--- config.mk ---
export PLATFORM = sky130hd
export DESIGN_NAME = chunked_tile_map_lookup
export DESIGN_NICKNAME = d
export VERILOG_FILES = /design/src/hw/rtl/ctml_pkg.sv /design/src/hw/rtl/ctml_coord.sv /design/src/hw/rtl/ctml_search.sv /design/src/hw/rtl/chunked_tile_map_lookup.sv
export VERILOG_INCLUDE_DIRS = /design/src /design/src/hw/rtl
export SDC_FILE = /design/constraint.sdc
export NUM_CORES = 2
export LEC_CHECK = 0
export ABC_AREA = 1
export CORE_ASPECT_RATIO = 0.8
export CORE_UTILIZATION = 24
export DETAILED_ROUTE_END_ITERATION = 10
export DONT_BUFFER_PORTS = 1
export SYNTH_ARGS = -nofsm -noshare
export SYNTH_HDL_FRONTEND = slang
export SYNTH_SLANG_ARGS = --single-unit
export TNS_END_PERCENT = 5
--- constraint.sdc ---
create_clock -name i_clk -period 8 [get_ports i_clk]
set_input_delay 1.6 -clock i_clk [delete_from_list [all_inputs] [get_ports i_clk]]
set_output_delay 1.6 -clock i_clk [all_outputs]
set_load 0.02 [all_outputs]
--- src/hw/rtl/chunked_tile_map_lookup_macros.svh ---
// chunked_tile_map_lookup_macros.svh: assertion macros for the chunk lookup block
// no dependencies; included by the modules that carry assertions

`ifndef CHUNKED_TILE_MAP_LOOKUP_MACROS_SVH
`define CHUNKED_TILE_MAP_LOOKUP_MACROS_SVH

// same-cycle implication, disabled while reset is low
`define CTML_ASSERT_IMP(label, clk, rst_n, ante, cons, msg) \
    label: assert property (@(posedge clk) disable iff (!rst_n) (ante) |-> (cons)) \
        else $error(msg);

// next-cycle implication, disabled while reset is low
`define CTML_ASSERT_NXT(label, clk, rst_n, ante, cons, msg) \
    label: assert property (@(posedge clk) disable iff (!rst_n) (ante) |=> (cons)) \
        else $error(msg);

`endif

--- src/hw/rtl/ctml_pkg.sv ---
// ctml_pkg: field widths, register indexes and shared types of the chunk lookup block
// no dependencies; used by ctml_coord, ctml_search and chunked_tile_map_lookup

package ctml_pkg;

    // input field widths
    localparam int STAGE_W   = 12;
    localparam int WORLD_W   = 16;
    localparam int VP_W      = 15;

    // result field widths
    localparam int CHUNK_F_W = 13;
    localparam int KEY_W     = 2 * CHUNK_F_W;
    localparam int OFF_F_W   = 3;
    localparam int TILE_F_W  = 6;
    localparam int SLOT_F_W  = 6;

    // in-chunk offset before truncation, chunk sides never exceed 64
    localparam int OFF_W     = 6;

    // configuration register indexes
    localparam logic CFG_VIEWPORT_X = 1'b0;
    localparam logic CFG_VIEWPORT_Y = 1'b1;

    // outcome of one table search
    typedef struct packed {
        logic                done;
        logic [SLOT_F_W-1:0] slot;
        logic                created;
        logic                full;
    } t_srch_res;

endpackage

--- src/hw/rtl/ctml_coord.sv ---
// ctml_coord: six-stage coordinate pipeline, pixel to tile, floor split into chunk and offset
// depends on ctml_pkg; divisions by the tile and chunk sizes use reciprocal multiplies

module ctml_coord #(
    parameter int CHUNK_W     = 8,
    parameter int CHUNK_H     = 8,
    parameter int TILE_PIXELS = 16
) (
    input  logic                                i_clk,
    input  logic                                i_rst_n,
    input  logic                                i_start,
    input  logic                                i_command,
    input  logic        [ctml_pkg::STAGE_W-1:0] i_stage_x,
    input  logic        [ctml_pkg::STAGE_W-1:0] i_stage_y,
    input  logic signed [ctml_pkg::WORLD_W-1:0] i_world_x,
    input  logic signed [ctml_pkg::WORLD_W-1:0] i_world_y,
    input  logic signed [ctml_pkg::VP_W-1:0]    i_viewport_x,
    input  logic signed [ctml_pkg::VP_W-1:0]    i_viewport_y,
    output logic                                o_key_valid,
    output logic        [ctml_pkg::KEY_W-1:0]   o_key,
    output logic                                o_done,
    output logic        [ctml_pkg::CHUNK_F_W-1:0] o_chunk_x,
    output logic        [ctml_pkg::CHUNK_F_W-1:0] o_chunk_y,
    output logic        [ctml_pkg::OFF_W-1:0]   o_offset_x,
    output logic        [ctml_pkg::OFF_W-1:0]   o_offset_y,
    output logic        [ctml_pkg::TILE_F_W-1:0] o_tile_index
);

    // pixel to tile: floor(v / TILE_PIXELS) = (v * TP_MUL) >> RCP_SHIFT for 12-bit v
    localparam int RCP_SHIFT = 24;
    localparam int TP_MUL    = (1 << RCP_SHIFT) / TILE_PIXELS + 1;
    localparam int TP_MUL_W  = RCP_SHIFT + 1;
    localparam int TXP_W     = ctml_pkg::STAGE_W + TP_MUL_W;

    // world coordinate range and bias that makes it non-negative before the split
    localparam int WX_W      = ctml_pkg::WORLD_W + 1;
    localparam int U_W       = WX_W;
    localparam int NEG_SPAN  = 1 << (ctml_pkg::WORLD_W - 1);
    localparam int BIAS_XK   = (NEG_SPAN + CHUNK_W - 1) / CHUNK_W;
    localparam int BIAS_YK   = (NEG_SPAN + CHUNK_H - 1) / CHUNK_H;
    localparam int BIAS_X    = BIAS_XK * CHUNK_W;
    localparam int BIAS_Y    = BIAS_YK * CHUNK_H;

    // chunk split: floor(u / CHUNK_*) = (u * C*_MUL) >> RCP_SHIFT for 17-bit u
    localparam int CX_MUL    = (1 << RCP_SHIFT) / CHUNK_W + 1;
    localparam int CY_MUL    = (1 << RCP_SHIFT) / CHUNK_H + 1;
    localparam int CMUL_W    = RCP_SHIFT;
    localparam int QP_W      = U_W + CMUL_W;
    localparam int Q_W       = U_W - 1;
    localparam int TI_W      = 2 * ctml_pkg::OFF_W;
    localparam int NSTG      = 6;

    logic [NSTG-1:0]                 r_vld;
    logic                            r_cmd;
    logic signed [ctml_pkg::WORLD_W-1:0] r_wx_in, r_wy_in;
    logic [TXP_W-1:0]                r_tx_prod, r_ty_prod;
    logic [U_W-1:0]                  r_ux, r_uy;
    logic [QP_W-1:0]                 r_qx_prod, r_qy_prod;
    logic [Q_W-1:0]                  r_qx, r_qy;
    logic [ctml_pkg::CHUNK_F_W-1:0]  r_cx, r_cy;
    logic [ctml_pkg::OFF_W-1:0]      r_ox, r_oy;
    logic [ctml_pkg::TILE_F_W-1:0]   r_tile;

    logic [ctml_pkg::STAGE_W-1:0]    tile_x, tile_y;
    logic signed [WX_W-1:0]          wx_sel, wy_sel;
    logic [U_W-1:0]                  rem_x, rem_y;
    logic [TI_W-1:0]                 tile_full;

    // stage valid bits
    always_ff @(posedge i_clk) begin
        if (!i_rst_n) begin
            r_vld <= '0;
        end else begin
            r_vld <= {r_vld[NSTG-2:0], i_start};
        end
    end

    // world coordinate selection and viewport offset
    always_comb begin
        tile_x = r_tx_prod[RCP_SHIFT +: ctml_pkg::STAGE_W];
        tile_y = r_ty_prod[RCP_SHIFT +: ctml_pkg::STAGE_W];
        wx_sel = r_cmd ? WX_W'(r_wx_in)
                       : (WX_W'($signed({1'b0, tile_x})) + WX_W'(i_viewport_x));
        wy_sel = r_cmd ? WX_W'(r_wy_in)
                       : (WX_W'($signed({1'b0, tile_y})) + WX_W'(i_viewport_y));
    end

    // remainder after the floor division, and the in-chunk tile index
    always_comb begin
        rem_x     = r_ux - U_W'(U_W'(r_qx) * U_W'(CHUNK_W));
        rem_y     = r_uy - U_W'(U_W'(r_qy) * U_W'(CHUNK_H));
        tile_full = TI_W'(TI_W'(r_oy) * TI_W'(CHUNK_W)) + TI_W'(r_ox);
    end

    // pipeline stages, each held once its item has passed
    always_ff @(posedge i_clk) begin
        if (i_start) begin
            r_cmd     <= i_command;
            r_wx_in   <= i_world_x;
            r_wy_in   <= i_world_y;
            r_tx_prod <= TXP_W'(i_stage_x) * TXP_W'(TP_MUL);
            r_ty_prod <= TXP_W'(i_stage_y) * TXP_W'(TP_MUL);
        end
        if (r_vld[0]) begin
            r_ux <= U_W'(wx_sel) + U_W'(BIAS_X);
            r_uy <= U_W'(wy_sel) + U_W'(BIAS_Y);
        end
        if (r_vld[1]) begin
            r_qx_prod <= QP_W'(r_ux) * QP_W'(CX_MUL);
            r_qy_prod <= QP_W'(r_uy) * QP_W'(CY_MUL);
        end
        if (r_vld[2]) begin
            r_qx <= r_qx_prod[RCP_SHIFT +: Q_W];
            r_qy <= r_qy_prod[RCP_SHIFT +: Q_W];
        end
        if (r_vld[3]) begin
            r_cx <= ctml_pkg::CHUNK_F_W'(U_W'(r_qx) - U_W'(BIAS_XK));
            r_cy <= ctml_pkg::CHUNK_F_W'(U_W'(r_qy) - U_W'(BIAS_YK));
            r_ox <= rem_x[ctml_pkg::OFF_W-1:0];
            r_oy <= rem_y[ctml_pkg::OFF_W-1:0];
        end
        if (r_vld[4]) begin
            r_tile <= tile_full[ctml_pkg::TILE_F_W-1:0];
        end
    end

    assign o_key_valid  = r_vld[4];
    assign o_key        = {r_cy, r_cx};
    assign o_done       = r_vld[5];
    assign o_chunk_x    = r_cx;
    assign o_chunk_y    = r_cy;
    assign o_offset_x   = r_ox;
    assign o_offset_y   = r_oy;
    assign o_tile_index = r_tile;

endmodule

--- src/hw/rtl/ctml_search.sv ---
// ctml_search: chunk position memory, linear scan in slot order and append on a miss
// depends on ctml_pkg and chunked_tile_map_lookup_macros.svh

`include "chunked_tile_map_lookup_macros.svh"

module ctml_search #(
    parameter int MAX_CHUNKS = 64
) (
    input  logic                          i_clk,
    input  logic                          i_rst_n,
    input  logic                          i_start,
    input  logic [ctml_pkg::KEY_W-1:0]    i_key,
    output ctml_pkg::t_srch_res           o_res
);

    localparam int ADDR_W = (MAX_CHUNKS > 1) ? $clog2(MAX_CHUNKS) : 1;
    localparam int CNT_W  = $clog2(MAX_CHUNKS + 1);
    localparam int EXT_W  = 32;

    typedef enum logic [1:0] {
        SR_IDLE = 2'b01,
        SR_SCAN = 2'b10
    } t_sr_state;

    t_sr_state                   r_state, n_state;
    logic [CNT_W-1:0]            r_count, n_count;
    logic [CNT_W-1:0]            r_issue, n_issue;
    logic [ADDR_W-1:0]           r_cmp, n_cmp;
    logic                        r_pend, n_pend;
    logic [ctml_pkg::KEY_W-1:0]  r_key;
    ctml_pkg::t_srch_res         r_res, n_res;

    // position memory, one read port with registered data and one write port
    logic [ctml_pkg::KEY_W-1:0]  mem [MAX_CHUNKS];
    logic [ctml_pkg::KEY_W-1:0]  r_rdata;
    logic                        rd_en, wr_en;
    logic [ADDR_W-1:0]           rd_addr, wr_addr;
    logic                        hit;
    logic [EXT_W-1:0]            hit_ext, new_ext;

    // scan sequencer
    always_comb begin
        n_state = r_state;
        n_count = r_count;
        n_issue = r_issue;
        n_cmp   = r_cmp;
        n_pend  = r_pend;
        n_res   = r_res;
        n_res.done = 1'b0;
        rd_en   = 1'b0;
        wr_en   = 1'b0;
        rd_addr = r_issue[ADDR_W-1:0];
        wr_addr = r_count[ADDR_W-1:0];
        hit     = r_pend && (r_rdata == r_key);
        hit_ext = EXT_W'(r_cmp);
        new_ext = EXT_W'(r_count);
        unique case (r_state)
            SR_IDLE: begin
                if (i_start) begin
                    n_issue = '0;
                    n_pend  = 1'b0;
                    n_state = SR_SCAN;
                end
            end
            SR_SCAN: begin
                if (hit) begin
                    n_res   = '{done: 1'b1, slot: hit_ext[ctml_pkg::SLOT_F_W-1:0],
                                created: 1'b0, full: 1'b0};
                    n_pend  = 1'b0;
                    n_state = SR_IDLE;
                end else if (r_issue < r_count) begin
                    rd_en   = 1'b1;
                    n_pend  = 1'b1;
                    n_cmp   = r_issue[ADDR_W-1:0];
                    n_issue = r_issue + 1'b1;
                end else begin
                    // miss: append at the next free slot, or report a full table
                    n_pend  = 1'b0;
                    n_state = SR_IDLE;
                    if (r_count < CNT_W'(MAX_CHUNKS)) begin
                        wr_en   = 1'b1;
                        n_count = r_count + 1'b1;
                        n_res   = '{done: 1'b1, slot: new_ext[ctml_pkg::SLOT_F_W-1:0],
                                    created: 1'b1, full: 1'b0};
                    end else begin
                        n_res   = '{done: 1'b1, slot: '0, created: 1'b0, full: 1'b1};
                    end
                end
            end
            default: begin
                n_state = SR_IDLE;
            end
        endcase
    end

    // control registers
    always_ff @(posedge i_clk) begin
        if (!i_rst_n) begin
            r_state <= SR_IDLE;
            r_count <= '0;
            r_pend  <= 1'b0;
            r_res   <= '0;
        end else begin
            r_state <= n_state;
            r_count <= n_count;
            r_pend  <= n_pend;
            r_res   <= n_res;
        end
    end

    // scan index and key
    always_ff @(posedge i_clk) begin
        r_issue <= n_issue;
        r_cmp   <= n_cmp;
        if (i_start && (r_state == SR_IDLE)) begin
            r_key <= i_key;
        end
    end

    // memory write
    always_ff @(posedge i_clk) begin
        if (wr_en) begin
            mem[wr_addr] <= r_key;
        end
    end

    // memory read
    always_ff @(posedge i_clk) begin
        if (rd_en) begin
            r_rdata <= mem[rd_addr];
        end
    end

    assign o_res = r_res;

    // checks
    `CTML_ASSERT_IMP(a_count_bound, i_clk, i_rst_n, 1'b1, r_count <= CNT_W'(MAX_CHUNKS), "chunk count above table depth")
    `CTML_ASSERT_IMP(a_append_count, i_clk, i_rst_n, r_res.done && r_res.created, r_count == CNT_W'($past(r_count) + 1'b1), "append without count step")
    `CTML_ASSERT_NXT(a_done_pulse, i_clk, i_rst_n, r_res.done, !r_res.done, "search done held longer than one cycle")
    `CTML_ASSERT_IMP(a_full_slot, i_clk, i_rst_n, r_res.done && r_res.full, (r_res.slot == '0) && !r_res.created && (r_count == CNT_W'(MAX_CHUNKS)), "full result inconsistent")

endmodule

--- src/hw/rtl/chunked_tile_map_lookup.sv ---
// chunked_tile_map_lookup: top level, stream ports, viewport registers, sequencing, result register
// depends on ctml_pkg, ctml_coord, ctml_search and chunked_tile_map_lookup_macros.svh

// Chunk lookup for a tile map. Each input transaction carries a position as stage pixels
// (tuser 0) or world tiles (tuser 1); pixel positions are divided by TILE_PIXELS and moved
// by the viewport origin. The world position is split by floor division into a chunk
// coordinate and an in-chunk offset, and the chunk is looked up in slot order in a memory
// of allocated chunk positions; a miss appends it, a miss with all MAX_CHUNKS slots taken
// sets table_full. Each item passes the coordinate pipeline to the chunk key, a scan of the
// position memory at one entry read per cycle, the register of the search outcome and the
// result register. One item is in work at a time; the next is taken as soon as the previous
// result sits in the output register, even if it is not yet taken.
// The position memory needs no clearing after reset, only slots below the count are read.

`include "chunked_tile_map_lookup_macros.svh"

module chunked_tile_map_lookup #(
    parameter int CHUNK_W     = 8,
    parameter int CHUNK_H     = 8,
    parameter int TILE_PIXELS = 16,
    parameter int MAX_CHUNKS  = 64
) (
    input  logic        i_clk,
    input  logic        i_rst_n,
    // configuration write port
    input  logic        i_cfg_we,
    input  logic        i_cfg_index,
    input  logic [14:0] i_cfg_data,
    // input stream
    input  logic        i_s_axis_tvalid,
    output logic        o_s_axis_tready,
    input  logic [55:0] i_s_axis_tdata,   // stage_x[11:0], stage_y[23:12], world_x[39:24], world_y[55:40]
    input  logic        i_s_axis_tuser,   // command[0]
    // result stream
    output logic        o_m_axis_tvalid,
    input  logic        i_m_axis_tready,
    output logic [47:0] o_m_axis_tdata,   // chunk_x[12:0], chunk_y[25:13], offset_x[28:26],
                                          // offset_y[31:29], tile_index[37:32], chunk_slot[43:38]
    output logic [1:0]  o_m_axis_tuser    // created[0], table_full[1]
);

    localparam int OUT_USED = 2 * ctml_pkg::CHUNK_F_W + 2 * ctml_pkg::OFF_F_W
                            + ctml_pkg::TILE_F_W + ctml_pkg::SLOT_F_W;
    localparam int OUT_PAD  = 48 - OUT_USED;

    typedef enum logic [3:0] {
        ST_IDLE   = 4'b0001,
        ST_COORD  = 4'b0010,
        ST_SEARCH = 4'b0100,
        ST_HOLD   = 4'b1000
    } t_state;

    t_state                                r_state, n_state;
    logic signed [ctml_pkg::VP_W-1:0]      r_viewport_x, r_viewport_y;
    logic                                  r_m_valid, n_m_valid;
    logic [47:0]                           r_m_data;
    logic [1:0]                            r_m_user;

    logic                                  in_acc;
    logic                                  load;
    logic signed [ctml_pkg::WORLD_W-1:0]   world_x, world_y;
    logic                                  key_valid, coord_done;
    logic [ctml_pkg::KEY_W-1:0]            key;
    logic [ctml_pkg::CHUNK_F_W-1:0]        chunk_x, chunk_y;
    logic [ctml_pkg::OFF_W-1:0]            offset_x, offset_y;
    logic [ctml_pkg::TILE_F_W-1:0]         tile_index;
    ctml_pkg::t_srch_res                   srch_res;

    assign o_s_axis_tready = (r_state == ST_IDLE);
    assign in_acc          = i_s_axis_tvalid && o_s_axis_tready;
    assign world_x         = $signed(i_s_axis_tdata[39:24]);
    assign world_y         = $signed(i_s_axis_tdata[55:40]);

    // coordinate pipeline
    ctml_coord #(
        .CHUNK_W     (CHUNK_W),
        .CHUNK_H     (CHUNK_H),
        .TILE_PIXELS (TILE_PIXELS)
    ) u_coord (
        .i_clk        (i_clk),
        .i_rst_n      (i_rst_n),
        .i_start      (in_acc),
        .i_command    (i_s_axis_tuser),
        .i_stage_x    (i_s_axis_tdata[11:0]),
        .i_stage_y    (i_s_axis_tdata[23:12]),
        .i_world_x    (world_x),
        .i_world_y    (world_y),
        .i_viewport_x (r_viewport_x),
        .i_viewport_y (r_viewport_y),
        .o_key_valid  (key_valid),
        .o_key        (key),
        .o_done       (coord_done),
        .o_chunk_x    (chunk_x),
        .o_chunk_y    (chunk_y),
        .o_offset_x   (offset_x),
        .o_offset_y   (offset_y),
        .o_tile_index (tile_index)
    );

    // chunk table search, started as soon as the key is ready
    ctml_search #(
        .MAX_CHUNKS (MAX_CHUNKS)
    ) u_search (
        .i_clk   (i_clk),
        .i_rst_n (i_rst_n),
        .i_start (key_valid),
        .i_key   (key),
        .o_res   (srch_res)
    );

    // item sequencing
    always_comb begin
        n_state   = r_state;
        load      = 1'b0;
        n_m_valid = r_m_valid && !i_m_axis_tready;
        unique case (r_state)
            ST_IDLE: begin
                if (in_acc) begin
                    n_state = ST_COORD;
                end
            end
            ST_COORD: begin
                if (coord_done) begin
                    n_state = ST_SEARCH;
                end
            end
            ST_SEARCH: begin
                if (srch_res.done) begin
                    if (!r_m_valid || i_m_axis_tready) begin
                        load    = 1'b1;
                        n_state = ST_IDLE;
                    end else begin
                        n_state = ST_HOLD;
                    end
                end
            end
            ST_HOLD: begin
                if (!r_m_valid || i_m_axis_tready) begin
                    load    = 1'b1;
                    n_state = ST_IDLE;
                end
            end
            default: begin
                n_state = ST_IDLE;
            end
        endcase
        if (load) begin
            n_m_valid = 1'b1;
        end
    end

    // control registers
    always_ff @(posedge i_clk) begin
        if (!i_rst_n) begin
            r_state   <= ST_IDLE;
            r_m_valid <= 1'b0;
        end else begin
            r_state   <= n_state;
            r_m_valid <= n_m_valid;
        end
    end

    // viewport registers
    always_ff @(posedge i_clk) begin
        if (!i_rst_n) begin
            r_viewport_x <= '0;
            r_viewport_y <= '0;
        end else if (i_cfg_we) begin
            unique case (i_cfg_index)
                ctml_pkg::CFG_VIEWPORT_X: r_viewport_x <= $signed(i_cfg_data);
                ctml_pkg::CFG_VIEWPORT_Y: r_viewport_y <= $signed(i_cfg_data);
                default: begin
                end
            endcase
        end
    end

    // result register
    always_ff @(posedge i_clk) begin
        if (load) begin
            r_m_data <= {{OUT_PAD{1'b0}},
                         srch_res.slot,
                         tile_index,
                         offset_y[ctml_pkg::OFF_F_W-1:0],
                         offset_x[ctml_pkg::OFF_F_W-1:0],
                         chunk_y,
                         chunk_x};
            r_m_user <= {srch_res.full, srch_res.created};
        end
    end

    assign o_m_axis_tvalid = r_m_valid;
    assign o_m_axis_tdata  = r_m_data;
    assign o_m_axis_tuser  = r_m_user;

    // checks
    `CTML_ASSERT_NXT(a_one_in_work, i_clk, i_rst_n, in_acc, !o_s_axis_tready, "second item taken while one is in work")
    `CTML_ASSERT_IMP(a_done_in_search, i_clk, i_rst_n, srch_res.done, r_state == ST_SEARCH, "search finished outside search state")

endmodule

Word-level counts from Yosys, hierarchy flattened
Memories as Yosys holds them, arrays and structs flattened. A register that Yosys moved wholly into a read port is not among the register bits.
Index checks and enable logic that the tools add are counted.
Storage, ports and cells
  register bits: 419
  bits in latches: 0
  RAM bits: 1664
  memory bits (read-only): 0
  input bits: 78
  output and inout port bits: 52
  memories kept: 1
Operators by class
  add/subtract/negate cells: 11
  multipliers: 4
  divide/modulo/power cells: 0
  $lt $le $gt $ge: 2
  equal/unequal tests: 16
  shift operators: 0
  mux-type cells: 34
  bitwise gates (word level): 3
  reduce and logical (&&, ||, !) cells: 18
Memory list
  u_search.mem: depth 64, bits a word 26, rd ports 1, clocked after memory_dff 1, wr ports 1, line ctml_search.sv:34  | logic [ctml_pkg::KEY_W-1:0] mem [MAX_CHUNKS];
Operators by type and width (count)
  $mul A17 B22 Y37 const B: 2
  $mul A12 B21 Y33 const B: 2
  $add A17 B17 Y17 const B: 2
  $mux W17: 2
  $add A10 B15 Y16: 2
  $eq A26 B26 Y1: 1
  $sub A13 B13 Y13 const B: 2
  $mux W7: 3
  $mux W4: 5
  $mux W9: 2
  $pmux W4 S4: 1
  $add A7 B1 Y7 const B: 2
  $pmux W7 S2: 1
  $mux W1: 13
  $reduce_and A2 Y1: 6
  $reduce_and A4 Y1: 3
  $ne A2 B1 Y1 const B: 5
  $mux W8: 1
  $lt A7 B7 Y1: 1
  $lt A7 B7 Y1 const B: 1
  $add A6 B6 Y6: 1
  $mux W2: 3
  $ne A2 B2 Y1 const B: 3
  $sub A6 B6 Y6: 1
  other kinds (16): 23

Logic depth before layout (Yosys ltp)
  word-level depth: 7
  mapped depth: 15
  gate-level depth less buffers: 13

Modules after synthesis
From an unflattened synthesis, not the netlist that was laid out.
Second synthesis, totals
  cell total of the unflattened synthesis: 6266
  area, all modules: 79939.2 µm²
By module, submodules not included
  ctml_search: instances 1, cells an instance 5432, area an instance 69606.8 µm², seq. area each 52300.2 µm²
  ctml_coord: instances 1, cells an instance 597, area an instance 7576.0 µm², seq. area each 5435.2 µm²
  chunked_tile_map_lookup: instances 1, cells an instance 237, area an instance 2756.4 µm², seq. area each 2082.0 µm²

Worst setup path after synthesis
Ideal clock, no wire load.
  kind: flip-flop to flip-flop
  start: reg u_search.r_key[6] (netlist bit)
  end: mem u_search.mem[22][0] (netlist bit) (enable)
  library setup time: 0.442 ns
  arrival time: 3.909 ns
  slack: 3.650 ns
  cell stages (with the launch flop): 12
  path buffers: 1
  cell sequence: edfxtp_1 > nor2_1 > nor2_1 > inv_1 > nand2_1 > nor2_1 > nand2_1 > nor2_1 > nand2_1 > nand3_4 > buf_6 > nor3_1
On the way
  word-level cells in the longest chain between the ends: 6
Ends and longest elaborated chain
  start, declared: line ctml_search.sv:30  | logic [ctml_pkg::KEY_W-1:0] r_key;
  start signal, assigned: line ctml_search.sv:116  | r_key <= i_key;
  $eq A26 B26 Y1: line ctml_search.sv:54  | hit = r_pend && (r_rdata == r_key);
  $logic_and A1 B1 Y1: line ctml_search.sv:54
  $mux W1: line ctml_search.sv:66  | if (hit) begin
  $mux W1: line ctml_search.sv:57  | unique case (r_state)
  $mux W1: line ctml_search.sv:122  | if (wr_en) begin
  $mux W1 (not written as such): line ctml_search.sv:123  | mem[wr_addr] <= r_key;
  end, declared: line ctml_search.sv:34
No other way between the ends.

Worst setup path after layout
  start: reg u_search.r_key[20] (netlist bit)
  end: mem u_search.mem[32][0] (netlist bit) (enable)
Same word-level chain as after synthesis.

==> flow_summary.json <==
{
  "place_inst": 10300,
  "yosysMostFrequentCell": "edfxtp_1",
  "hold_depth": 0,
  "worstReg2RegEnd": "u_search.mem[32][0]$_DFFE_PP_",
  "post-place-ws_ns": 3.36,
  "r2r_slack_ns": 3.24,
  "cts_hold_buf": 0,
  "synth_top_area_share": 0.740,
  "drc": 0,
  "synth_seq_cells": 2009,
  "pwr-share-seq": 0.555,
  "start_util": 0.241,
  "reg2reg_depth": 11,
  "avgViaCountPerCell": 4.66,
  "drtPass1Iterations": 8,
  "final_hold_viol_count": 0,
  "rsz0062_at_grt": "false",
  "vias": 49400,
  "start_kind": "flip-flop",
  "dp_hpwl_um": 117000,
  "synth_area_leaders": "edfxtp_1 74%, o21ai_0 5.8%, nor2_1 5.5%",
  "grt_pass1_vias": 46100,
  "drive_gt1_frac": 0.0805,
  "yosysSeqAreaShare": 0.755,
  "areaGrowthSynthToFinish_pct": 14.4,
  "tightestPinTransition_ns": 1.34,
  "num_rows": 188,
  "die_w_um": 644,
  "relSlewSlack": 0.108,
  "arrival_ns": 5.22,
  "avgRoutedWirePerCell_um": 20.4,
  "cp.required_ns": 8.45,
  "p_leak_nw": 28.8,
  "nNetsFinal": 6190,
  "grt_pass1_wl_um": 310000,
  "synthDistinctLibCells": 43,
  "netSwitchingFraction": 0.199,
  "maxCapViolCount": 0,
  "place.gp.congestion": 0.890,
  "clock_latency_ns": 0.86,
  "antenna_left": 0,
  "max-vdd-ir-drop_uv": 229,
  "track_usage": 0.124,
  "path_clk_slew_ns": 0.06,
  "hold_start": "u_coord.r_ux[14]$_DFFE_PP_",
  "powerDensity_nw_per_um2": 231,
  "cts_made_buffers": 191,
  "fp.coreArea_sq_um": 328000,
  "htreeDepth": 4,
  "post-route-min-period_ns": 4.76,
  "worstReg2RegStart": "u_search.r_key[20]$_DFFE_PP_",
  "first_iter_violations": 5922,
  "synth_edf_count": 1949,
  "power_switching_w": 0.00414,
  "tritoncts": "yes",
  "crit_path_end_kind": "flip-flop",
  "synth_ff_type": "edfxtp_1",
  "io_buffers": 0,
  "cts-root-buf": "clkbuf_16",
  "synth-async-reset-ratio": 0,
  "setup_ws_ns": 3.24,
  "final_util": 0.276,
  "path_class": "reg -> reg",
  "status": "complete, no violations",
  "clock_skew_ns": 0.0874,
  "antenna_found_initial": 14,
  "tns_ns": 0,
  "cts_max_path_buffers": 4,
  "nFillCells": 33100,
  "seqCellArea_sq_um": 59700,
  "yosys.area.top_type": "edfxtp_1",
  "multi_input_area_sq_um": 17300,
  "fmax_mhz": 210,
  "dieArea_sq_um": 332000,
  "fin_crit_sh": 0.596,
  "avgSynthCellArea_sq_um": 12.9,
  "post_cts_resized": 0,
  "finalSetupViolCount": 0,
  "instances_no_fill": 10600,
  "worstHoldEndpoint": "u_coord.r_qx_prod[35]$_DFFE_PP_",
  "pwr-share-comb": 0.014,
  "synth_area_sq_um": 79100,
  "p_int_w": 0.0167,
  "grt_max_degree": 203,
  "cts_setup_buffers": 0,
  "fp.dieH_um": 515,
  "io-pin-count": 130,
  "synth_commonest_cells": "1949 x edfxtp_1, 1163 x nor2_1, 915 x o21ai_0",
  "overflow": 0,
  "critPathMaxFanout": 34,
  "synth_warnings": 0,
  "clock_power_share": 0.431,
  "drt_wl_total_um": 216000,
  "hp-class": "reg -> reg",
  "clock-sinks": 2009,
  "fin_area_sq_um": 90500,
  "synth_cells": 6122,
  "drv_slew": 0,
  "place_area_sq_um": 84300
}
==> how the worst max path moves through the flow <==
stage	startpoint	end	slack (ns)	cells past startpoint
final	u_search.r_key[20]$_DFFE_PP_	u_search.mem[32][0]$_DFFE_PP_	3.24	11
after global routing	u_search.r_key[20]$_DFFE_PP_	u_search.mem[32][10]$_DFFE_PP_	3.00	11
after CTS	u_search.r_key[20]$_DFFE_PP_	u_search.mem[32][10]$_DFFE_PP_	3.33	11
after detailed placement	u_search.r_key[20]$_DFFE_PP_	u_search.mem[32][25]$_DFFE_PP_	3.36	11
after global placement	u_search.r_key[20]$_DFFE_PP_	u_search.mem[32][15]$_DFFE_PP_	3.51	11
after floorplan	u_search.r_key[6]$_DFFE_PP_	u_search.mem[22][0]$_DFFE_PP_	3.65	11
==> critical path, cell delays in order (launching register included) <==
cell and delay, ns:
edfxtp_1 1.24, buf_4 0.56, inv_1 0.08, nand2_1 0.07, nand2_1 0.08, nand2_1 0.07
nor2_1 0.05, nand3_1 0.16, nor2_1 0.18, nor2_1 0.24, nand3_1 0.54, nor2_4 1.08
==> per-stage QoR <==
stage	total power, W	hold WS, ns
floorplan	0.0120	0.400
global placement	0.0121	0.401
detailed placement	0.0121	0.405
CTS	0.0210	0.395
global route	0.0214	0.411
finish	0.0209	0.399
==> cell usage in the layout, fill, tap and decap left out, types with 136 or more instances in the layout <==
cell	netlist	routed
o21ai_0	915	915
buf_4	17	136
nand2_1	561	561
inv_1	156	155
clkbuf_16	0	193
nand3_1	224	224
nor2_1	1163	1152
edfxtp_1	1949	1949
o211ai_1	193	193
o22ai_1	206	206
==> flip-flops by register name, indices dropped and copies added, names as in the netlist, 7 cells and up <==
register,flops
o_m_axis_tdata,44
r_viewport_x,15
r_viewport_y,15
u_coord.o_chunk_x,13
u_coord.o_chunk_y,13
u_coord.r_qx,13
u_coord.r_qx_prod,13
u_coord.r_qy,13
u_coord.r_qy_prod,13
u_coord.r_tx_prod,8
u_coord.r_ty_prod,8
u_coord.r_ux,16
u_coord.r_uy,16
u_coord.r_wx_in,16
u_coord.r_wy_in,16
u_search.mem,1664
u_search.o_res,9
u_search.r_count,7
u_search.r_issue,7
u_search.r_key,26
u_search.r_rdata,26
==> power groups by stage <==
stage / sequential [W] / combinational, W / clock [W]
2_1_floorplan: 0.0118 / 0.000187 / 0
3_3_place_gp: 0.0118 / 0.000284 / 0
3_5_place_dp: 0.0118 / 0.000292 / 0
4_1_cts: 0.0116 / 0.000293 / 0.00911
5_1_grt: 0.0116 / 0.000329 / 0.00952
6_report: 0.0116 / 0.000294 / 0.00899
==> layer usage <==
metal	vias up	global-route usage	wire [um]	share of wire
li1	22300	-	-	-
met1	24600	0.177	93700	0.43
met2	2234	0.192	95300	0.44
met3	282	0.0282	22000	0.10
met4	8	0.0279	4580	0.021
met5	-	0	55	0.00025
==> cells by family (layout without fill, tap and decap cells) <==
logic type	count (synthesis)	in the layout	synth area share
flip-flops	2009	2009	0.755
AND/OR/NAND/NOR	2068	2068	0.105
XOR/XNOR	18	18	0.00199
adder cells (fa/ha/maj)	30	30	0.00513
AO/OA/AOI/OAI	1450	1450	0.103
buffers and inverters	546	642	0.0297
other	1	10	0.0000474
==> cell type report <==
class,count,area share
multi-input cells,3570,0.192
clock inverters,113,0.0131
flip-flops and latches,2009,0.660
inverters,167,0.00712
diodes,6,0.000166
clock buffers,219,0.0545
well taps,4370,0.0604
repair buffers,143,0.0128
No activity file was read; power rests on OpenSTA's default activity.
